===== config.mk =====
export PLATFORM = sky130hd
export DESIGN_NAME = hpd_queue
export DESIGN_NICKNAME = d
export VERILOG_FILES = /design/src/hdl/hpd_pkg.sv /design/src/hdl/hpd_queue.sv
export SDC_FILE = /design/constraint.sdc
export NUM_CORES = 1
export LEC_CHECK = 0
export BUFFER_PORTS_ARGS = -buffer_cell sky130_fd_sc_hd__buf_4
export CAP_MARGIN = 20
export CORE_MARGIN = 5
export CORE_UTILIZATION = 60
export CTS_CLUSTER_SIZE = 28
export DETAILED_ROUTE_END_ITERATION = 12
export GPL_TIMING_DRIVEN = 0
export MAX_ROUTING_LAYER = met4
export PLACE_DENSITY = 0.82
export SETUP_SLACK_MARGIN = 0.3
export SYNTH_ARGS = -nofsm -noshare
export SYNTH_HDL_FRONTEND = slang
export SYNTH_SLANG_ARGS = --single-unit

===== constraint.sdc =====
create_clock -name clk -period 5.3 [get_ports clk]
set_input_delay 0.795 -clock clk [delete_from_list [all_inputs] [get_ports clk]]
set_output_delay 0.795 -clock clk [all_outputs]
set_load 0.005 [all_outputs]

===== src/hdl/hpd_pkg.sv =====
// hpd_pkg: shared widths, register codes, pipeline item types and the
// restoring-division step used by the hierarchical distance unit
// no dependencies
package hpd_pkg;

	localparam int MAX_LEVELS      = 3;
	localparam int LEVEL_BITS      = 2;
	localparam int RADIX_BITS      = 8;
	localparam int DIST_BITS       = 16;
	localparam int PROD_BITS       = 24;
	localparam int DIVISOR_BITS    = 16;
	localparam int STEPS_PER_STAGE = 4;
	localparam int DIV_STAGES      = PROD_BITS / STEPS_PER_STAGE;
	localparam int QUEUE_DEPTH     = 4;
	localparam int QPTR_BITS       = 2;
	localparam int CNT_BITS        = QPTR_BITS + 1;
	localparam int APB_ADDR_BITS   = 5;
	localparam int APB_DATA_BITS   = 32;

	typedef enum logic [2:0] {
		REG_LEVEL_COUNT,
		REG_RADIX0,
		REG_RADIX1,
		REG_RADIX2,
		REG_DIST0,
		REG_DIST1,
		REG_DIST2
	} reg_idx_t;

	typedef struct packed {
		logic [RADIX_BITS-1:0] radix0;
		logic [RADIX_BITS-1:0] radix1;
		logic [RADIX_BITS-1:0] radix2;
		logic [DIST_BITS-1:0]  dist0;
		logic [DIST_BITS-1:0]  dist1;
		logic [DIST_BITS-1:0]  dist2;
	} cfg_t;

	typedef struct packed {
		logic [DIVISOR_BITS-1:0] rem;
		logic [PROD_BITS-1:0]    nq;
	} div_state_t;

	typedef struct packed {
		logic                    err;
		logic                    ne;
		logic [DIVISOR_BITS-1:0] p2;
		logic [PROD_BITS-1:0]    a;
		logic [PROD_BITS-1:0]    b;
	} entry_t;

	typedef struct packed {
		logic                    err;
		logic                    ne;
		logic [DIVISOR_BITS-1:0] p2;
		div_state_t              a0;
		div_state_t              b0;
		div_state_t              a1;
		div_state_t              b1;
	} div_item_t;

	// shifts numerator bits into the remainder, quotient bits fill in from the bottom
	function automatic div_state_t div_steps(div_state_t s, logic [DIVISOR_BITS-1:0] d);
		div_state_t r;
		logic [DIVISOR_BITS:0] t;
		r = s;
		for (int i = 0; i < STEPS_PER_STAGE; i++) begin
			t = {r.rem, r.nq[PROD_BITS-1]};
			if (t >= {1'b0, d}) begin
				r.rem = DIVISOR_BITS'(t - {1'b0, d});
				r.nq  = {r.nq[PROD_BITS-2:0], 1'b1};
			end else begin
				r.rem = t[DIVISOR_BITS-1:0];
				r.nq  = {r.nq[PROD_BITS-2:0], 1'b0};
			end
		end
		return r;
	endfunction

endpackage


===== src/hdl/hpd_queue.sv =====
// hpd_queue: short fifo between the front classifier and the divider back end
// depends on hpd_pkg
module hpd_queue (
	input  logic            clk,
	input  logic            arst_n,
	input  logic            push,
	input  hpd_pkg::entry_t push_data,
	input  logic            pop,
	output logic            full,
	output logic            empty,
	output hpd_pkg::entry_t head
);

	hpd_pkg::entry_t                mem_q [hpd_pkg::QUEUE_DEPTH];
	logic [hpd_pkg::QPTR_BITS-1:0]  wr_ptr_q;
	logic [hpd_pkg::QPTR_BITS-1:0]  rd_ptr_q;
	logic [hpd_pkg::CNT_BITS-1:0]   count_q;

	assign full  = count_q == hpd_pkg::CNT_BITS'(hpd_pkg::QUEUE_DEPTH);
	assign empty = count_q == '0;
	assign head  = mem_q[rd_ptr_q];

	always_ff @(posedge clk or negedge arst_n) begin
		if (!arst_n) begin
			wr_ptr_q <= '0;
			rd_ptr_q <= '0;
			count_q  <= '0;
		end else begin
			if (push)
				wr_ptr_q <= wr_ptr_q + 1'b1;
			if (pop)
				rd_ptr_q <= rd_ptr_q + 1'b1;
			case ({push, pop})
				2'b10:   count_q <= count_q + 1'b1;
				2'b01:   count_q <= count_q - 1'b1;
				default: count_q <= count_q;
			endcase
		end
	end

	always_ff @(posedge clk) begin
		if (push)
			mem_q[wr_ptr_q] <= push_data;
	end

endmodule


# == Word level (Yosys, flattened, before mapping) ==
# Memory sizes are Yosys's and may differ from the RTL's.
# Index checks and enable logic that the tools add are counted.
# word_totals
regBits,7
ramBits,264
in_bits,70
out_inout_bits,68
elab_cells,16
memories,1
# mem_list
name,words,word_bits,read_ports,rd_ports_with_merged_regs,write_ports,line,source
mem_q,4,66,1,0,1,hpd_queue.sv:14,hpd_pkg::entry_t mem_q [hpd_pkg::QUEUE_DEPTH];
# op_classes
addsub,4
eq_ne,3
mux,3
reduce_logical,2
# ops
op,count
$pmux 3 s2,1
$add 2x1->2 const B,2
$add 3x1->3 const B,1
$eq 3x3->1 const B,1
$logic_not 3->1,1
$sub 3x1->3 const B,1
$eq 2x1->1 const B,1
$eq 2x2->1 const B,1
$mux 1,2
$reduce_bool 2->1,1

# == Depth between registers and ports, before layout ==
# logic_depth
word_depth,2
mapped_depth,7
ltp_nobuf,7

# == Least setup slack after synthesis ==
# No wires, ideal clock.
# synth_path
path_type,in2reg
from,input port push
to,"memory mem_q[0][0] (netlist name), enable pin"
setup_time_ns,0.431
arrival_ns,2.346
t_required_ns,4.869
slack_ns,2.523
path_stages,1
n_path_buf,0
cell_sequence,and2_1
# synth_between
elab_chain_cells,2
# synth_lines
element,line,source
start: declaration,hpd_queue.sv:6,"input logic push,"
$mux 1,hpd_queue.sv:42,if (push)
$mux 1 (implied by the code),hpd_queue.sv:43,mem_q[wr_ptr_q] <= push_data;
end: declaration,hpd_queue.sv:14,
# No other way between the ends.

==> qor.csv <==
metric,value,unit
Reg-to-Reg End,mem_q[0][33]$_DFFE_PP_,
"critical path fanouts, max",10,
"Min Clock Period, post-route",2850,ps
drt via density,5.65,
final setup violation count,0,
Worst Setup End Kind,primary output,
Worst Path Buf+Inv,3,
Crit path depth,4,
Crit path top cell by count,buf_2,
DR iter-0 viols,266,
Hold Path Class,in -> async,
aggregate global routing overflow,0,
setup TNS,0,ps
CP Launch Type,flip-flop,
Final nets,627,
clk_skew,14.2,ps
clk_lat worst skew,520,ps
period utilization,0.538,
cts hold-fix bufs,0,
hpwl dp,10.8,mm
CTS tree,built,
residual antenna-violating net count after detailed routing,0,
status,completed,
Resize count post-CTS,0,
P_leak,4.23,nW
Clock Path Buffers,3,
Initial Util,0.606,
"Req. time, crit path",4510,ps
vias,4465,
CP Class,reg -> out,
H-tree depth,1,
Reg-to-Reg Start,wr_ptr_q[0]$_DFFE_PN0P_,
Yosys warning total,0,
initial antenna violation count,0,
Max VDD drop,366,uV
Post-Syn Nets,458,
Routed WL,17.4,mm
CTS Sinks,271,
Yosys cell types,19,
total CTS buffers,26,
area of the die,19200,sq um
Max-Cap Viols,0,
Gate Count Post-Synth,382,
Post-synth EDFFs,264,
Slew Limit Fails,0,
Wirelength per Cell,22.1,um
die height,139,um
FP Rows,47,
Final WS setup,2450,ps
GRT Total Usage,0.188,
Power Dens Cells,543,nW/um^2
Layout area overhead,22.2,%
Post-synth ARST share,0.0258,
slew margin rel.,0.569,
Max Freq,0.351,GHz
core footprint,16400,sq um
"CP delay by family, top",buffers and inverters,
vias in the first global route,4860,
clock slew at reported path FFs,60,ps
DR DRC count,0,
CP peak stage delay,410,ps
Setup WS pre-CTS,2940,ps
CTS root buf,clkbuf_16,
Slew @ Worst Pin,646,ps
ys flop type,edfxtp_1,
IO Port Bufs,137,
synthesized flop and latch total,271,
R2R setup slack,3530,ps
Tot Pwr,6.59,mW
share of post-route cells with drive strength above 1,0.456,
first-pass GRT wire length,27.4,mm
worst hold slack,80.3,ps
"Max stage delay cell, worst path",dfrtp_1,
final hold viol count,0,
syn_area_per_cell,26.0,sq um
CP arrival,2050,ps
chip width,139,um
RSZ-0062 raised after global routing,no,
Ant. Diodes,0,
largest net degree at the start of global routing,41,
Placer Congestion,0.723,
post-CTS setup buffer count,0,
io pins,138,
critical-path cell list,"buf_2, buf_2, mux4_2, buf_4",
worst reg-to-reg path cell count,4,
register area share after synthesis,0.815,
number of detailed-route iterations in the first pass,4,
Syn Std Cell Area,9940,sq um
==> cells by family after synthesis <==
kind of cell,synth area share
AO/OA/AOI/OAI,0.00101
XOR/XNOR,0.00529
adder cells (fa/ha/maj),0.00831
buffers and inverters,0.0156
flip-flops,0.815
multiplexers,0.150
AND/OR/NAND/NOR,0.00516
==> synth_stat cells (3+ instances only) <==
master	number	area [sq um]
buf_2	4	20.0
buf_12	3	60.1
xor2_1	4	35.0
nand2_1	3	11.3
and2_1	4	25.0
dfrtp_1	7	175
edfxtp_1	264	7930
mux4_2	66	1490
buf_4	4	30.0
ha_1	5	62.6
buf_1	3	11.3
inv_1	6	22.5
==> sequential cells by signal (all words and copies together), names as in the netlist <==
register  count
rd_ptr_q      2
count_q       3
mem_q       264
wr_ptr_q      2
==> cell usage in the layout (no fill, tap or decap), types with 4 or more instances in the layout <==
cell	count
edfxtp_1	264
buf_4	141
mux4_2	66
clkbuf_16	26
clkinv_2	8
clkinv_1	7
dfrtp_1	7
inv_1	6
ha_1	5
buf_2	4
and2_4	4
xor2_1	4
buf_16	4
==> cell type report <==
cell class	count	area (sq um)
plain buffers	15	133
well taps	220	275
clock buffers	29	662
clock inverters	18	121
repair buffers	141	1140
multi-input cells	90	1690
fillers	891	4260
inverters	6	22.5
flip-flops and latches	271	8100
==> worst register-to-register path, stage by stage, from the launching register on <==
cell     delay, ps
dfrtp_1        430
inv_1          100
ha_1           160
and2_4         440
buf_16         310
==> per-stage QoR <==
step,instances,instance area [sq um],utilization
2_1_floorplan,382,9940,-
3_3_place_gp,739,11200,0.685
3_5_place_dp,743,11400,0.693
4_1_cts,790,12100,0.740
5_1_grt,790,12100,0.740
6_report,790,12100,0.740
==> metal layers <==
metal	up-vias	track usage	part of all wire	routed length (um)
met3	23	0.0407	0.070	1220
met4	0	0.0417	0.014	236
met5	-	-	0	0
li1	1968	-	-	-
met2	151	0.314	0.52	9040
met1	2323	0.245	0.40	6930
==> power by group <==
part | internal (mW) | total, mW | switching (mW) | leakage (nW)
Combinational | 1.11 | 2.01 | 0.904 | 1.33
Sequential | 2.80 | 2.90 | 0.101 | 2.51
Clock | 0.947 | 1.68 | 0.730 | 0.391
==> worst max path at each step <==
stage | start | end | slack [ps]
final | rd_ptr_q[1]$_DFFE_PN0P_ | head[33] | 2450
after global routing | rd_ptr_q[1]$_DFFE_PN0P_ | head[33] | 2310
after CTS | rd_ptr_q[1]$_DFFE_PN0P_ | head[38] | 2370
after detailed placement | rd_ptr_q[1]$_DFFE_PN0P_ | head[38] | 2940
after global placement | push | mem_q[1][34]$_DFFE_PP_ | 1300
after floorplan | push | mem_q[0][0]$_DFFE_PP_ | 2520
No activity file was read; power rests on OpenSTA's default activity.
