===== src/hdl/hpd_pkg.sv =====
// hpd_pkg: shared widths, register codes, pipeline item types and the
// restoring-division step used by the hierarchical distance unit
// no dependencies
package hpd_pkg;

	localparam int MAX_LEVELS      = 3;
	localparam int LEVEL_BITS      = 2;
	localparam int RADIX_BITS      = 8;
	localparam int DIST_BITS       = 16;
	localparam int PROD_BITS       = 24;
	localparam int DIVISOR_BITS    = 16;
	localparam int STEPS_PER_STAGE = 4;
	localparam int DIV_STAGES      = PROD_BITS / STEPS_PER_STAGE;
	localparam int QUEUE_DEPTH     = 4;
	localparam int QPTR_BITS       = 2;
	localparam int CNT_BITS        = QPTR_BITS + 1;
	localparam int APB_ADDR_BITS   = 5;
	localparam int APB_DATA_BITS   = 32;

	typedef enum logic [2:0] {
		REG_LEVEL_COUNT,
		REG_RADIX0,
		REG_RADIX1,
		REG_RADIX2,
		REG_DIST0,
		REG_DIST1,
		REG_DIST2
	} reg_idx_t;

	typedef struct packed {
		logic [RADIX_BITS-1:0] radix0;
		logic [RADIX_BITS-1:0] radix1;
		logic [RADIX_BITS-1:0] radix2;
		logic [DIST_BITS-1:0]  dist0;
		logic [DIST_BITS-1:0]  dist1;
		logic [DIST_BITS-1:0]  dist2;
	} cfg_t;

	typedef struct packed {
		logic [DIVISOR_BITS-1:0] rem;
		logic [PROD_BITS-1:0]    nq;
	} div_state_t;

	typedef struct packed {
		logic                    err;
		logic                    ne;
		logic [DIVISOR_BITS-1:0] p2;
		logic [PROD_BITS-1:0]    a;
		logic [PROD_BITS-1:0]    b;
	} entry_t;

	typedef struct packed {
		logic                    err;
		logic                    ne;
		logic [DIVISOR_BITS-1:0] p2;
		div_state_t              a0;
		div_state_t              b0;
		div_state_t              a1;
		div_state_t              b1;
	} div_item_t;

	// shifts numerator bits into the remainder, quotient bits fill in from the bottom
	function automatic div_state_t div_steps(div_state_t s, logic [DIVISOR_BITS-1:0] d);
		div_state_t r;
		logic [DIVISOR_BITS:0] t;
		r = s;
		for (int i = 0; i < STEPS_PER_STAGE; i++) begin
			t = {r.rem, r.nq[PROD_BITS-1]};
			if (t >= {1'b0, d}) begin
				r.rem = DIVISOR_BITS'(t - {1'b0, d});
				r.nq  = {r.nq[PROD_BITS-2:0], 1'b1};
			end else begin
				r.rem = t[DIVISOR_BITS-1:0];
				r.nq  = {r.nq[PROD_BITS-2:0], 1'b0};
			end
		end
		return r;
	endfunction

endpackage


===== src/hdl/hpd_result_if.sv =====
// hpd_result_if: valid/ready channel carrying a distance result
// no dependencies
interface hpd_result_if;
	logic        valid;
	logic        ready;
	logic [15:0] distance;
	logic        index_error;

	modport source (output valid, output distance, output index_error, input ready);
	modport sink   (input valid, input distance, input index_error, output ready);
endinterface


===== src/hdl/hpd_back.sv =====
// hpd_back: pipelined restoring dividers that find the highest differing
// digit, then selects the level distance; depends on hpd_pkg and hpd_result_if
module hpd_back (
	input  logic            clk,
	input  logic            arst_n,
	input  hpd_pkg::entry_t head,
	input  logic            empty,
	output logic            pop,
	input  hpd_pkg::cfg_t   cfg,
	hpd_result_if.source    result
);

	localparam int N = hpd_pkg::DIV_STAGES;

	logic                                back_en;
	logic                                valid_s [1:N];
	hpd_pkg::div_item_t                  data_s  [1:N];
	hpd_pkg::div_item_t                  nxt     [1:N];
	hpd_pkg::div_item_t                  init;
	hpd_pkg::div_item_t                  last;
	logic [hpd_pkg::DIVISOR_BITS-1:0]    d0;
	logic                                out_valid_q;
	logic [hpd_pkg::DIST_BITS-1:0]       distance_q;
	logic                                index_error_q;
	logic [hpd_pkg::DIST_BITS-1:0]       dist_sel;

	assign back_en = !out_valid_q || result.ready;
	assign pop     = back_en && !empty;
	assign d0      = hpd_pkg::DIVISOR_BITS'(cfg.radix0);
	assign last    = data_s[N];

	assign result.valid       = out_valid_q;
	assign result.distance    = distance_q;
	assign result.index_error = index_error_q;

	always_comb begin
		init.err    = head.err;
		init.ne     = head.ne;
		init.p2     = head.p2;
		init.a0.rem = '0;
		init.a0.nq  = head.a;
		init.b0.rem = '0;
		init.b0.nq  = head.b;
		init.a1.rem = '0;
		init.a1.nq  = head.a;
		init.b1.rem = '0;
		init.b1.nq  = head.b;
	end

	always_comb begin
		for (int k = 1; k <= N; k++) begin
			nxt[k] = (k == 1) ? init : data_s[k-1];
			nxt[k].a0 = hpd_pkg::div_steps(nxt[k].a0, d0);
			nxt[k].b0 = hpd_pkg::div_steps(nxt[k].b0, d0);
			nxt[k].a1 = hpd_pkg::div_steps(nxt[k].a1, nxt[k].p2);
			nxt[k].b1 = hpd_pkg::div_steps(nxt[k].b1, nxt[k].p2);
		end
	end

	// quotient by r0*r1 is the top digit, quotient by r0 covers the top two
	always_comb begin
		if (last.err)
			dist_sel = '0;
		else if (last.a1.nq != last.b1.nq)
			dist_sel = cfg.dist2;
		else if (last.a0.nq != last.b0.nq)
			dist_sel = cfg.dist1;
		else if (last.ne)
			dist_sel = cfg.dist0;
		else
			dist_sel = '0;
	end

	always_ff @(posedge clk or negedge arst_n) begin
		if (!arst_n) begin
			for (int k = 1; k <= N; k++)
				valid_s[k] <= 1'b0;
			out_valid_q <= 1'b0;
		end else if (back_en) begin
			valid_s[1] <= !empty;
			for (int k = 2; k <= N; k++)
				valid_s[k] <= valid_s[k-1];
			out_valid_q <= valid_s[N];
		end
	end

	always_ff @(posedge clk) begin
		if (back_en) begin
			for (int k = 1; k <= N; k++)
				data_s[k] <= nxt[k];
			distance_q    <= dist_sel;
			index_error_q <= last.err;
		end
	end

endmodule


===== src/flat_wrapper.sv =====
// flat-port wrapper written by rule: the top's interface ports become plain ports
module hpd_back_flat 
  (clk, arst_n, head, empty, pop, cfg, result_valid, result_distance, result_index_error, result_ready);
  hpd_result_if result_i ();
  input  logic clk;
  input  logic arst_n;
  input  hpd_pkg::entry_t head;
  input  logic empty;
  output logic pop;
  input  hpd_pkg::cfg_t cfg;
  output wire logic [$bits(result_i.valid)-1:0] result_valid;
  output wire logic [$bits(result_i.distance)-1:0] result_distance;
  output wire logic [$bits(result_i.index_error)-1:0] result_index_error;
  input wire logic [$bits(result_i.ready)-1:0] result_ready;
  assign result_valid = result_i.valid;
  assign result_distance = result_i.distance;
  assign result_index_error = result_i.index_error;
  assign result_i.ready = result_ready;
  hpd_back u_core (.clk(clk), .arst_n(arst_n), .head(head), .empty(empty), .pop(pop), .cfg(cfg), .result(result_i));
endmodule

===== config.mk =====
export PLATFORM = sky130hd
export DESIGN_NAME = hpd_back_flat
export DESIGN_NICKNAME = d
export VERILOG_FILES = /design/src/hdl/hpd_pkg.sv /design/src/hdl/hpd_result_if.sv /design/src/hdl/hpd_back.sv /design/src/flat_wrapper.sv
export SDC_FILE = /design/constraint.sdc
export NUM_CORES = 2
export LEC_CHECK = 0
export BUFFER_PORTS_ARGS = -buffer_cell sky130_fd_sc_hd__clkbuf_2
export CAP_MARGIN = 30
export CORE_MARGIN = 2
export CORE_UTILIZATION = 40
export CTS_CLUSTER_SIZE = 30
export DETAILED_ROUTE_END_ITERATION = 12
export SETUP_SLACK_MARGIN = 0.4
export SKIP_LAST_GASP = 1
export SLEW_MARGIN = 10
export SYNTH_ARGS = -nofsm -noshare
export SYNTH_HDL_FRONTEND = slang
export SYNTH_SLANG_ARGS = --single-unit

===== constraint.sdc =====
create_clock -name clk -period 39.5 [get_ports clk]
set_input_delay 3.95 -clock clk [delete_from_list [all_inputs] [get_ports clk]]
set_output_delay 3.95 -clock clk [all_outputs]
set_load 0.05 [all_outputs]

Word level (Yosys, flattened, before mapping)
Memory sizes are Yosys's and may differ from the RTL's.
Cells that the tools add are included.
Widths: inputs -> output; s select.
{"block": "word_totals", "regBits": 24, "latch_bits": 0, "mem_bits_rw": 1068, "romBits": 0, "n_memories": 1}
{"block": "classes", "add_sub_neg": 96, "n_mul": 0, "n_div": 0, "n_lt_le_gt_ge": 96, "eq_ne": 2, "shifts": 0, "mux": 101, "n_bitwise": 0, "reduce_logical": 4}
{"memory": "u_core.data_s", "depth": 6, "width": 178, "rd": 6, "rd_ports_with_merged_regs": 0, "write_ports": 6, "line_no": "hpd_back.sv:17", "source": "hpd_pkg::div_item_t data_s [1:N];"}
{"operator": "$mux 40", "count": 96}
{"operator": "$ge 17x16->1", "count": 46}
{"operator": "$ge 17x8->1", "count": 46}
{"operator": "$sub 16x16->16", "count": 46}
{"operator": "$sub 16x8->16", "count": 46}
{"operator": "$mux 16", "count": 3}
{"operator": "$ne 24x24->1", "count": 2}
{"operator": "$ge 1x16->1", "count": 2}
{"operator": "$sub 1x16->16", "count": 2}
{"operator": "$sub 1x8->9", "count": 2}
{"operator": "$ge 1x8->1", "count": 2}
{"operator": "$logic_not 1->1", "count": 2}
{"operator": "$mux 1", "count": 2}
{"operator": "$logic_and 1x1->1", "count": 1}
{"operator": "$logic_or 1x1->1", "count": 1}

Logic depth before layout (Yosys ltp)
An unclocked memory read counts as a cell.
{"block": "depth", "ltp_word": 9, "ltp_mapped": 70, "depth_no_buf": 65}

Least setup slack after synthesis
No wires, ideal clock.
{"block": "synth_path", "path_type": "input port to flip-flop", "from": "input result_ready", "to": "register, netlist name u_core.data_s[0][1000]", "setup_ps": 1226, "arrival_ps": 21210, "t_required_ps": 38274, "setup_slack_ps": 17065, "cell_stages": 3, "cell_sequence": "nor2b_1 clkbuf_1 inv_1"}
{"item": "from (decl)", "line_no": "flat_wrapper.sv:14", "source": "input wire logic [$bits(result_i.ready)-1:0] result_ready;"}

==> results.tsv <==
metric	value	unit
dpl.cell_count	13660	
holdBufCountCts	0	
ys.flop_type	edfxtp_1	
period_minus_slack	16.95	ns
ys_ff_latch	892	
post_cts_buffers	0	
num_vias	79420	
first_pass_iters	6	
postSynthCellCount	10540	
antenna_found_initial	4	
via_per_inst	5.731	
yosys-top-cells-area	edfxtp_1 (28%), ha_1 (15%), mux2_2 (5.2%)	
finalCritPeriodShare	42.91	%
fin_cells	13860	
yosysWarnings	0	
clkSinkCount	892	
slew_headroom	26.44	%
grt_overflow_total	0	
maxCapViolations	0	
wire_per_inst	18.88	um
clkLatencyLatePin	0.80	ns
rsz0062_at_grt	false	
clockBufferDepth	3	
yosysSeqAreaShare	28.59	%
multi_input_area	63470	sq um
synth_enable_flop_cells	885	
grt_pass1_wl	410.2	mm
fillers	22230	
clkTransAtPathRegs	0.06	ns
crit_fanout	25	
fin_setup_tns	0	ns
synth_top_area_share	28.40	%
cp_slowest_cell	inv_1	
grt_pass1_vias	76840	
dpl.hpwl	208.1	mm
synth.distinct_cells	103	
fmax	0.05900	GHz
synth_nets	11880	
grt_start_max_net_pins	159	
die_x	487.7	um
synth_area	93580	sq um
htreeDepth	3	
crit_path_max_incr_delay	0.70	ns
skew	0.07833	ns
cts_resized	0	
register_area	26750	sq um
drt_iter0_drc	4914	
dieArea	237800	sq um
crit_type	in -> reg	
syn2layout_area_growth	9.128	%
synth_top_area_cell	edfxtp_1	
drtAntennaViolNets	0	
hold_viol	0	
track_usage	21.30	%
cp_common_cell	o21ai_0	
port_buffers	144	
final_max_slew_viol_count	0	
gp_congestion	0.9419	
required	40.01	ns
worstHoldPathType	reg -> reg	
setup_viol	0	
die_h	487.7	um
syn_area_per_cell	8.877	sq um
endpoint_kind	flop	
initial_core_util	40.24	%
io_pins	161	
drt-total-wl	261.7	mm
worstPathArrival	17.46	ns
drc	0	
start_kind	input port	
layout-drive-gt1-share	9.406	%
fin_nets	12070	
rows	177	
cts_tree	built	
async_reset_ff_share	0.7848	%
worstMarginPinSlew	1.103	ns
core-area	232500	sq um
whs	0.3854	ns
cts_buffers	106	
root_buffer	clkbuf_16	
status	complete, no violations	
-- synthesized netlist by cell type (51+ instances only) --
master / n
and2_1: 74
inv_1: 739
a31oi_1: 66
nor3_1: 208
nor2b_1: 218
xor2_1: 249
fa_1: 88
nand3_1: 152
o31ai_1: 124
mux2_2: 431
o21ai_0: 756
edfxtp_1: 885
o31a_1: 62
o21a_1: 149
a21oi_1: 758
and3_1: 85
or3_1: 72
nor2_1: 893
nand2b_1: 191
a211oi_1: 94
o21bai_1: 80
mux2i_1: 102
nand2_1: 784
xnor2_1: 537
a21boi_0: 167
a21o_1: 266
nor4_1: 114
ha_1: 1112
clkbuf_1: 148
or2_2: 57
o211ai_1: 51
nand4_1: 284
-- routing by layer --
layer	GRT usage [%]	routed length, um	vias to the layer above
met3	2.081	9861	451
met4	9.015	11870	2
met5	0	13	-
li1	-	-	39590
met1	27.26	117200	37640
met2	36.49	122800	1737
-- per-stage QoR --
step,util (%),cell area (sq um),setup WS [ns]
after floorplan,-,93580,17.06
after global placement,42.32,98410,21.82
after detailed placement,42.33,98430,21.87
after CTS,43.87,102000,22.67
after global routing,43.91,102100,21.15
final,43.92,102100,22.55
-- kinds of logic (layout without fill, tap and decap cells) --
| group | after synthesis | count (layout) | share of synthesized area (%) |
|---|---|---|---|
| AO/OA/AOI/OAI | 2900 | 2900 | 19.70 |
| XOR/XNOR | 786 | 786 | 7.357 |
| adder cells (fa/ha/maj) | 1201 | 1201 | 16.76 |
| buffers and inverters | 935 | 1206 | 3.785 |
| flip-flops | 892 | 892 | 28.59 |
| multiplexers | 540 | 540 | 6.372 |
| other | 0 | 2 | 0 |
| AND/OR/NAND/NOR | 3287 | 3287 | 17.44 |
-- placed cells by master, fill, tap and decap left out, drive strengths merged, types with 66 or more instances in the layout --
master | synthesis | routed
nor2 | 893 | 893
edfxtp | 885 | 885
nand4 | 284 | 284
ha | 1112 | 1112
buf | 35 | 118
a211oi | 95 | 95
nand2b | 191 | 191
o31ai | 124 | 124
o21ai | 771 | 771
a21o | 266 | 266
clkbuf | 148 | 268
mux2i | 103 | 103
nand3 | 152 | 152
o21bai | 80 | 80
a21boi | 169 | 169
and2 | 75 | 75
mux2 | 437 | 437
o21a | 149 | 149
nor3 | 213 | 213
nor2b | 218 | 218
nand2 | 784 | 784
a31oi | 66 | 66
inv | 749 | 756
fa | 88 | 88
and3 | 85 | 85
xor2 | 249 | 249
a21oi | 758 | 758
xnor2 | 537 | 537
or3 | 74 | 74
nor4 | 117 | 117
-- path summary, 6_finish.rpt --
kind	from	to	slack [ns]	cells past startpoint
max	head[49]	u_core.data_s[0][246]$_DFFE_PN_	22.55	56
min	u_core.data_s[0][437]$_DFFE_PN_	u_core.data_s[0][619]$_DFFE_PN_	0.39	0
max reg2reg	u_core.data_s[0][339]$_DFFE_PN_	u_core.data_s[0][391]$_DFFE_PN_	22.79	63
min reg2reg	u_core.data_s[0][437]$_DFFE_PN_	u_core.data_s[0][619]$_DFFE_PN_	0.39	0
max in group asynchronous	arst_n	u_core.valid_s[2]$_DFFE_PN0N_	36.33	1
min in group asynchronous	arst_n	u_core.valid_s[5]$_DFFE_PN0N_	3.01	1
-- worst max-delay path: cells and delay by family --
family,cells,cell delay (ns)
adders and majority gates,4,1.37
buffers and inverters,6,1.93
muxes,3,1.11
AOI/OAI and AO/OA,35,7.65
and+or+nand+nor,8,1.39
-- registers in the layout, indices dropped and copies added, names as in the netlist --
name	cells
u_core.valid_s	6
u_core.result.index_error	1
u_core.data_s	868
u_core.result.valid	1
u_core.result.distance	16
-- layout make-up --
cell class                      count  share of cell area [%]
Multi-Input combinational cell   8714                   62.16
Sequential cell                   892                   26.20
Tap cell                         3043                   3.728
Inverter                          752                   2.774
Clock buffer                      126                   2.692
Timing Repair Buffer              260                   1.637
Clock inverter                     68                  0.8136
Antenna cell                        2                0.004901
Power is left out: the tool's default activity adds up to more than one toggle a clock period on the data nets, which glitch-free logic cannot reach.
