**config.mk**
```make
export PLATFORM = sky130hd
export DESIGN_NAME = hpd_front_flat
export DESIGN_NICKNAME = d
export VERILOG_FILES = /design/src/hdl/hpd_pkg.sv /design/src/hdl/hpd_pair_if.sv /design/src/hdl/hpd_front.sv /design/src/flat_wrapper.sv
export SDC_FILE = /design/constraint.sdc
export NUM_CORES = 1
export LEC_CHECK = 0
export BUFFER_PORTS_ARGS = -buffer_cell sky130_fd_sc_hd__buf_2
export CAP_MARGIN = 20
export CORE_AREA = 2 2 171 173
export DETAILED_ROUTE_END_ITERATION = 6
export DIE_AREA = 0 0 173 175
export PLACE_DENSITY_LB_ADDON = 0.15
export SLEW_MARGIN = 20
export SYNTH_ARGS = -nofsm -noshare
export SYNTH_HDL_FRONTEND = slang
export SYNTH_SLANG_ARGS = --single-unit
```
**constraint.sdc**
```tcl
create_clock -name clk -period 7.2 [get_ports clk]
set_input_delay 0.36 -clock clk [delete_from_list [all_inputs] [get_ports clk]]
set_output_delay 0.36 -clock clk [all_outputs]
set_load 0.01 [all_outputs]
```
**src/hdl/hpd_pkg.sv**
```systemverilog
// hpd_pkg: shared widths, register codes, pipeline item types and the
// restoring-division step used by the hierarchical distance unit
// no dependencies
package hpd_pkg;

	localparam int MAX_LEVELS      = 3;
	localparam int LEVEL_BITS      = 2;
	localparam int RADIX_BITS      = 8;
	localparam int DIST_BITS       = 16;
	localparam int PROD_BITS       = 24;
	localparam int DIVISOR_BITS    = 16;
	localparam int STEPS_PER_STAGE = 4;
	localparam int DIV_STAGES      = PROD_BITS / STEPS_PER_STAGE;
	localparam int QUEUE_DEPTH     = 4;
	localparam int QPTR_BITS       = 2;
	localparam int CNT_BITS        = QPTR_BITS + 1;
	localparam int APB_ADDR_BITS   = 5;
	localparam int APB_DATA_BITS   = 32;

	typedef enum logic [2:0] {
		REG_LEVEL_COUNT,
		REG_RADIX0,
		REG_RADIX1,
		REG_RADIX2,
		REG_DIST0,
		REG_DIST1,
		REG_DIST2
	} reg_idx_t;

	typedef struct packed {
		logic [RADIX_BITS-1:0] radix0;
		logic [RADIX_BITS-1:0] radix1;
		logic [RADIX_BITS-1:0] radix2;
		logic [DIST_BITS-1:0]  dist0;
		logic [DIST_BITS-1:0]  dist1;
		logic [DIST_BITS-1:0]  dist2;
	} cfg_t;

	typedef struct packed {
		logic [DIVISOR_BITS-1:0] rem;
		logic [PROD_BITS-1:0]    nq;
	} div_state_t;

	typedef struct packed {
		logic                    err;
		logic                    ne;
		logic [DIVISOR_BITS-1:0] p2;
		logic [PROD_BITS-1:0]    a;
		logic [PROD_BITS-1:0]    b;
	} entry_t;

	typedef struct packed {
		logic                    err;
		logic                    ne;
		logic [DIVISOR_BITS-1:0] p2;
		div_state_t              a0;
		div_state_t              b0;
		div_state_t              a1;
		div_state_t              b1;
	} div_item_t;

	// shifts numerator bits into the remainder, quotient bits fill in from the bottom
	function automatic div_state_t div_steps(div_state_t s, logic [DIVISOR_BITS-1:0] d);
		div_state_t r;
		logic [DIVISOR_BITS:0] t;
		r = s;
		for (int i = 0; i < STEPS_PER_STAGE; i++) begin
			t = {r.rem, r.nq[PROD_BITS-1]};
			if (t >= {1'b0, d}) begin
				r.rem = DIVISOR_BITS'(t - {1'b0, d});
				r.nq  = {r.nq[PROD_BITS-2:0], 1'b1};
			end else begin
				r.rem = t[DIVISOR_BITS-1:0];
				r.nq  = {r.nq[PROD_BITS-2:0], 1'b0};
			end
		end
		return r;
	endfunction

endpackage

```
**src/hdl/hpd_pair_if.sv**
```systemverilog
// hpd_pair_if: valid/ready channel carrying a pair of element indices
// no dependencies
interface hpd_pair_if #(
	parameter int INDEX_BITS = 24
);
	logic                  valid;
	logic                  ready;
	logic [INDEX_BITS-1:0] pe_first;
	logic [INDEX_BITS-1:0] pe_second;

	modport source (output valid, output pe_first, output pe_second, input ready);
	modport sink   (input valid, input pe_first, input pe_second, output ready);
endinterface

```
**src/hdl/hpd_front.sv**
```systemverilog
// hpd_front: accepts index pairs, forms the radix products and flags
// out-of-range indices; depends on hpd_pkg and hpd_pair_if
module hpd_front #(
	parameter int INDEX_BITS = 24
) (
	input  logic                clk,
	input  logic                arst_n,
	hpd_pair_if.sink            pair,
	input  hpd_pkg::cfg_t       cfg,
	input  logic                full,
	output logic                push,
	output hpd_pkg::entry_t     entry
);

	localparam int WIDE = (INDEX_BITS > hpd_pkg::PROD_BITS) ? INDEX_BITS : hpd_pkg::PROD_BITS;

	logic                              front_en;
	logic                              valid_s1;
	logic                              valid_s2;
	logic [INDEX_BITS-1:0]             a_s1;
	logic [INDEX_BITS-1:0]             b_s1;
	logic [hpd_pkg::DIVISOR_BITS-1:0]  p2_s1;
	logic [hpd_pkg::PROD_BITS-1:0]     prod;
	logic [WIDE-1:0]                   a_w;
	logic [WIDE-1:0]                   b_w;
	logic [WIDE-1:0]                   prod_w;
	hpd_pkg::entry_t                   entry_s2;

	assign front_en   = !valid_s2 || !full;
	assign pair.ready = front_en;
	assign push       = valid_s2 && !full;
	assign entry      = entry_s2;

	assign prod   = hpd_pkg::PROD_BITS'(p2_s1) * hpd_pkg::PROD_BITS'(cfg.radix2);
	assign a_w    = WIDE'(a_s1);
	assign b_w    = WIDE'(b_s1);
	assign prod_w = WIDE'(prod);

	always_ff @(posedge clk or negedge arst_n) begin
		if (!arst_n) begin
			valid_s1 <= 1'b0;
			valid_s2 <= 1'b0;
		end else if (front_en) begin
			valid_s1 <= pair.valid;
			valid_s2 <= valid_s1;
		end
	end

	always_ff @(posedge clk) begin
		if (front_en) begin
			a_s1         <= pair.pe_first;
			b_s1         <= pair.pe_second;
			p2_s1        <= hpd_pkg::DIVISOR_BITS'(cfg.radix0)
			                * hpd_pkg::DIVISOR_BITS'(cfg.radix1);
			entry_s2.err <= (a_w >= prod_w) || (b_w >= prod_w);
			entry_s2.ne  <= a_s1 != b_s1;
			entry_s2.p2  <= p2_s1;
			entry_s2.a   <= a_w[hpd_pkg::PROD_BITS-1:0];
			entry_s2.b   <= b_w[hpd_pkg::PROD_BITS-1:0];
		end
	end

endmodule

```
**src/flat_wrapper.sv**
```systemverilog
// flat-port wrapper written by rule: the top's interface ports become plain ports
module hpd_front_flat 
#(
	parameter int INDEX_BITS = 24
)
  (clk, arst_n, cfg, full, push, entry, pair_valid, pair_pe_first, pair_pe_second, pair_ready);
  hpd_pair_if #(.INDEX_BITS(INDEX_BITS)) pair_i ();
  input  logic clk;
  input  logic arst_n;
  input  hpd_pkg::cfg_t cfg;
  input  logic full;
  output logic push;
  output hpd_pkg::entry_t entry;
  input wire logic [$bits(pair_i.valid)-1:0] pair_valid;
  input wire logic [$bits(pair_i.pe_first)-1:0] pair_pe_first;
  input wire logic [$bits(pair_i.pe_second)-1:0] pair_pe_second;
  output wire logic [$bits(pair_i.ready)-1:0] pair_ready;
  assign pair_i.valid = pair_valid;
  assign pair_i.pe_first = pair_pe_first;
  assign pair_i.pe_second = pair_pe_second;
  assign pair_ready = pair_i.ready;
  hpd_front #(.INDEX_BITS(INDEX_BITS)) u_core (.clk(clk), .arst_n(arst_n), .pair(pair_i), .cfg(cfg), .full(full), .push(push), .entry(entry));
endmodule
```
### After elaboration in Yosys (flattened, before gate mapping)

Cells that the tools add are included.

| operators by class | value |
|---|---|
| $lt $le $gt $ge | 2 |
| eq/ne operators | 1 |
| reduce and logical (&&, ||, !) cells | 5 |
| $mul | 2 |

Operator list:

| operator | count |
|---|---|
| 24-bit greater-or-equal comparator | 2 |
| 16-bit by 8-bit multiplier with 24-bit output | 1 |
| 24-bit inequality test | 1 |
| 8-bit by 8-bit multiplier with 16-bit output | 1 |
| 1-bit zero test | 2 |
| 1-bit logical OR | 2 |
| 1-bit logical AND | 1 |

| word-level totals | value |
|---|---|
| word-level logic and storage cells | 20 |
| register bits | 132 |

### Longest topological paths before layout

| logic depth | value |
|---|---|
| depth in word-level cells | 3 |
| depth in mapped cells | 29 |

### Worst setup path before layout

OpenSTA, ideal clock, no wires.

| path | value |
|---|---|
| path kind | input to register |
| start point | in cfg[52] in the netlist's numbering |
| end point | reg u_core.entry_s2 (netlist bit u_core.entry[65]), data pin |
| path slack | 1.109 ns |
| cell stages on the path | 25 |
| data arrival time | 5.821 ns |
| library setup time | 0.270 ns |
| required time | 6.930 ns |
| cells stage by stage | clkbuf_1 -> and2_1 -> fa_1 -> fa_1 -> fa_1 -> inv_1 -> fa_1 -> inv_1 -> ha_1 -> o21ai_1 -> a21o_1 -> inv_1 -> o22ai_2 -> o21bai_1 -> a21oi_1 -> xor2_1 -> ha_1 -> a211oi_1 -> nor2_1 -> nor3_1 -> nor2_1 -> or4_1 -> a211oi_1 -> a211o_1 -> nand4_1 |

| between the ends | value |
|---|---|
| cells in the longest elaborated chain, start to end | 3 |
| elaborated cells between the ends (all ways) | 4 |
| those cells by class | mul (1); order compare (2); reduce/logical (1) |

Ends and longest elaborated chain:

| what | line | RTL |
|---|---|---|
| start, declared | flat_wrapper.sv:10 | `input hpd_pkg::cfg_t cfg;` |
| 16-bit by 8-bit multiplier with 24-bit output (*) | hpd_front.sv:34 | `assign prod = hpd_pkg::PROD_BITS'(p2_s1) * hpd_pkg::PROD_BITS'(cfg.radix2);` |
| 24-bit greater-or-equal comparator | hpd_front.sv:55 | `entry_s2.err <= (a_w >= prod_w) \|\| (b_w >= prod_w);` |
| 1-bit logical OR (*) | hpd_front.sv:55 |  |
| end, declared | hpd_front.sv:27 | `hpd_pkg::entry_t entry_s2;` |

Every way passes the cells marked *; elsewhere a longest branch is shown, timed or not.
A chain may end at the register's enable or synchronous reset.

### Worst setup path after layout

| path | value |
|---|---|
| start point | reg u_core.p2_s1[5] in the netlist's numbering |
| end point | reg u_core.entry_s2 (netlist bit u_core.entry[65]), data pin |

| between the ends | value |
|---|---|
| cells in the longest elaborated chain, start to end | 3 |
| elaborated cells between the ends (all ways) | 4 |
| those cells by class | mul (1); order compare (2); reduce/logical (1) |

Ends and longest elaborated chain:

| what | line | RTL |
|---|---|---|
| start, declared | hpd_front.sv:22 | `logic [hpd_pkg::DIVISOR_BITS-1:0] p2_s1;` |
| start signal, assigned | hpd_front.sv:53 | `p2_s1 <= hpd_pkg::DIVISOR_BITS'(cfg.radix0)` |
| 16-bit by 8-bit multiplier with 24-bit output (*) | hpd_front.sv:34 |  |
| 24-bit greater-or-equal comparator | hpd_front.sv:55 |  |
| 1-bit logical OR (*) | hpd_front.sv:55 |  |

Marked as above.

==> out/qor.txt <==
DIE
-------------------------------------------------------------------------------
Die Ht ...........................................................       175 um
Total number of placement rows ...................................           62
Starting utilization of the core area ............................        39.6%
Die Span X .......................................................       173 um
Core area ........................................................    28400 um2
Die Outline Area .................................................    30300 um2
Total I/O pin count ..............................................          192

WORST SETUP PATH
-------------------------------------------------------------------------------
Worst setup EP type ..............................................    flip-flop
Start point of the critical path ................................. u_core.p2_s1[5]$_DFFE_PP_
Slowest stage cell on the critical path .......................... sky130_fd_sc_hd__fa_1
Worst setup slack for register-to-register paths .................      0.31 ns
Reg-to-reg endpoint .............................................. u_core.entry[65]$_DFFE_PP_
Reg2Reg Launch Point ............................................. u_core.p2_s1[5]$_DFFE_PP_
Critical-path maximum fanout .....................................            9
Type of the setup path with the least slack ...................... flip-flop to flip-flop
Worst r2r path cells .............................................           25
Category of the worst setup path launch point ....................    flip-flop
Cell repeated most along the worst path .......................... sky130_fd_sc_hd__fa_1
Worst endpoint required time .....................................      7.37 ns
CP Data Arrival Time .............................................      7.06 ns
Capture point of the critical path ............................... u_core.entry[65]$_DFFE_PP_
Critical path's largest stage delay ..............................      0.56 ns

FLOW RUN
-------------------------------------------------------------------------------
Max-capacitance violation count ..................................            0

SYNTHESIS
-------------------------------------------------------------------------------
Share of Yosys cell area claimed by the top area cell type .......        34.7%
Total number of yosys warnings ...................................            0
Most frequently used flop master after synthesis ................. sky130_fd_sc_hd__edfxtp_1
Syn Area/Cell ....................................................     11.4 um2
Portion of the post-synthesis area used by sequential elements ...        35.2%
Number of synthesized register bits ..............................          132
Synthesized cell area ............................................    11200 um2
Count of flip-flops with a built-in enable after synthesis .......          130
Cell type with the highest aggregate area in the netlist ......... sky130_fd_sc_hd__edfxtp_1
Post-synth ARST share ............................................        1.52%
Syn nets .........................................................         1352
Post-Syn Instances ...............................................          984
Cell variety after synth .........................................           49
Top post-synthesis cells by count ................................ sky130_fd_sc_hd__inv_1 (163), sky130_fd_sc_hd__and2_1 (135), sky130_fd_sc_hd__edfxtp_1 (130), sky130_fd_sc_hd__ha_1 (124), sky130_fd_sc_hd__fa_1 (120)
Biggest area contributors in the synthesized netlist ............. sky130_fd_sc_hd__edfxtp_1 (35%), sky130_fd_sc_hd__fa_1 (21%), sky130_fd_sc_hd__ha_1 (14%), sky130_fd_sc_hd__and2_1 (7.5%), sky130_fd_sc_hd__inv_1 (5.4%)
Most repeated cell in the gate-level netlist after synthesis ..... sky130_fd_sc_hd__inv_1

CLOCK NETWORK
-------------------------------------------------------------------------------
H-tree depth .....................................................            4
Clock insertion delay at the later pin of the skew report ........      0.43 ns
Worst-case clock buffer depth ....................................            2
TritonCTS clock tree .............................................          yes
TritonCTS Sinks ..................................................          132
Clock transition at the registers of the reported paths ..........      0.07 ns
Library cell used as clock root buffer ........................... sky130_fd_sc_hd__clkbuf_16
Clock buffers created by TritonCTS ...............................           17

PLACEMENT
-------------------------------------------------------------------------------
Gp weighted congestion ...........................................        0.779
Quantity of I/O buffers inserted on ports ........................          143
Final HPWL DP ....................................................     18400 um

DRT
-------------------------------------------------------------------------------
DRT Pass-1 Iters .................................................            4
# DRC ............................................................            0
DRT Wirelength ...................................................     23500 um
Count of nets left with antenna violations after detail routing ..            0
Via-per-instance ratio ...........................................         4.83
Average wire length per cell after detail routing ................      15.2 um
Via total after detailed routing .................................         7467
Number of DRC markers after the initial detailed-route iteration .          282

GRT
-------------------------------------------------------------------------------
Met1 usage in global routing .....................................        22.4%
GRT Residual Overflow ............................................            0
Number of global-route vias before repair ........................         7623
GR met2 Demand/Resource ..........................................        27.1%
Met3 GRT Util ....................................................        1.54%
Wire length of the first global-routing pass .....................     38700 um
Largest net degree at the start of global routing ................           85
GRT busiest layer ................................................         met2
Global-route usage over all layers ...............................        16.1%
Antenna violations before repair .................................            0

MIN PATH
-------------------------------------------------------------------------------
Hold path start .................................................. pair_pe_second[22]
Worst hold path class ............................................ input port to flip-flop

LAYOUT
-------------------------------------------------------------------------------
Post-layout net count ............................................         1516
Layout cell share with drive strength beyond 1 ...................        16.9%
Share of the core filled with cells ..............................        46.2%
Fillers ..........................................................         2716
Relative area change from synthesis to final layout ..............        16.7%
Antenna diode count ..............................................            0

TIMING
-------------------------------------------------------------------------------
Worst slew margin relative to its limit ..........................        29.6%
Fmax .............................................................      145 MHz
Final setup violation count ......................................            0
Transition time of the tightest slew-check pin ...................      1.06 ns
Final Slew Violations ............................................            0
Minimum clock period .............................................      6.89 ns
RSZ-0062 raised after global routing .............................        false
Setup clock skew after layout ....................................    0.0108 ns
Total negative slack .............................................         0 ns
Final Cycle Share ................................................        95.7%
Final hold violations ............................................            0

RUN STATUS
-------------------------------------------------------------------------------
Run status ....................................................... complete, no violations

per-stage QoR:
step                setup slack (ns)  instance area (um2)  std cells  hold WS [ns]
floorplan                       1.11                11200        984        0.0644
global placement               0.382                12500       1510         0.146
detailed placement             0.287                12500       1510         0.147
CTS                            0.294                13100       1543        0.0803
global route                 0.00179                13100       1545        0.0888
finish                         0.309                13100       1545         0.105
worst min-delay path by stage:
stage | slack (ns) | to | cells past startpoint
floorplan | 0.06 | u_core.valid_s1$_DFFE_PN0P_ | 0
global placement | 0.15 | u_core.valid_s2$_DFFE_PN0P_ | 1
detailed placement | 0.15 | u_core.valid_s2$_DFFE_PN0P_ | 1
CTS | 0.08 | u_core.b_s1[22]$_DFFE_PP_ | 1
global route | 0.09 | u_core.b_s1[18]$_DFFE_PP_ | 1
finish | 0.11 | u_core.b_s1[22]$_DFFE_PP_ | 1
final cells by class:
cell class,instances,area (um2),area share [%]
Multi-Input combinational cell,680,6650,50.7
Inverter,163,612,4.66
Sequential cell,132,3950,30.1
Timing Repair Buffer,154,801,6.10
Clock buffer,18,429,3.27
Tap cell,384,480,3.66
Clock inverter,14,191,1.46
metal layers:
layer / vias up / part of all wire [%]
met1: 3737 / 47
li1: 3602 / -
met2: 116 / 50
met5: - / 0
met3: 12 / 2.7
met4: 0 / 0.66
flip-flops by register name (all words and copies together) (netlist names):
name             count
u_core.valid_s1      1
u_core.p2_s1        16
u_core.b_s1         24
u_core.entry        66
u_core.a_s1         24
u_core.valid_s2      1
cells by family (layout without fill, tap and decap cells):
kind of cell | after synthesis | count (layout) | share of synthesized area [%]
AND/OR/NAND/NOR | 275 | 275 | 13.1
adder cells (fa/ha/maj) | 244 | 244 | 35.2
buffers and inverters | 172 | 349 | 5.74
flip-flops | 132 | 132 | 35.2
AO/OA/AOI/OAI | 108 | 108 | 6.62
XOR/XNOR | 52 | 52 | 4.05
multiplexers | 1 | 1 | 0.100
cells in the final DEF (no fill, tap or decap), types with 5 or more instances in the layout:
master and n:
sky130_fd_sc_hd__nand2_1 72, sky130_fd_sc_hd__inv_1 163, sky130_fd_sc_hd__a21oi_1 25, sky130_fd_sc_hd__nand4_1 11, sky130_fd_sc_hd__buf_4 10, sky130_fd_sc_hd__inv_6 5, sky130_fd_sc_hd__nand2b_1 5, sky130_fd_sc_hd__edfxtp_1 130
sky130_fd_sc_hd__and2_1 135, sky130_fd_sc_hd__o21a_1 5, sky130_fd_sc_hd__o21ai_1 6, sky130_fd_sc_hd__xor2_1 16, sky130_fd_sc_hd__a211oi_1 9, sky130_fd_sc_hd__buf_2 143, sky130_fd_sc_hd__o211ai_1 7, sky130_fd_sc_hd__nor3_1 9
sky130_fd_sc_hd__xnor2_1 36, sky130_fd_sc_hd__nor2_1 22, sky130_fd_sc_hd__clkbuf_16 17, sky130_fd_sc_hd__o21ai_0 18, sky130_fd_sc_hd__ha_1 124, sky130_fd_sc_hd__a21o_1 11, sky130_fd_sc_hd__nor4_1 7, sky130_fd_sc_hd__fa_1 120
critical path: cells and delay by family, from the launching register on:
family                   cells  cell delay, ns
XOR/XNOR                     1            0.30
AO/OA/AOI/OAI               11            2.00
buffers and inverters        3            0.16
adder cells (fa/ha/maj)      6            2.73
AND/OR/NAND/NOR              4            0.89
flip-flops                   1            0.55
repair_timing:
item	CTS	global route
resized for setup	0	0
hold endpoints to repair	2	0
buffers inserted	0	2
endpoints found under the setup margin	0	1
hold buffers	1	0
Power is left out: the tool's default activity adds up to more than one toggle a clock period on the data nets, which glitch-free logic cannot reach.
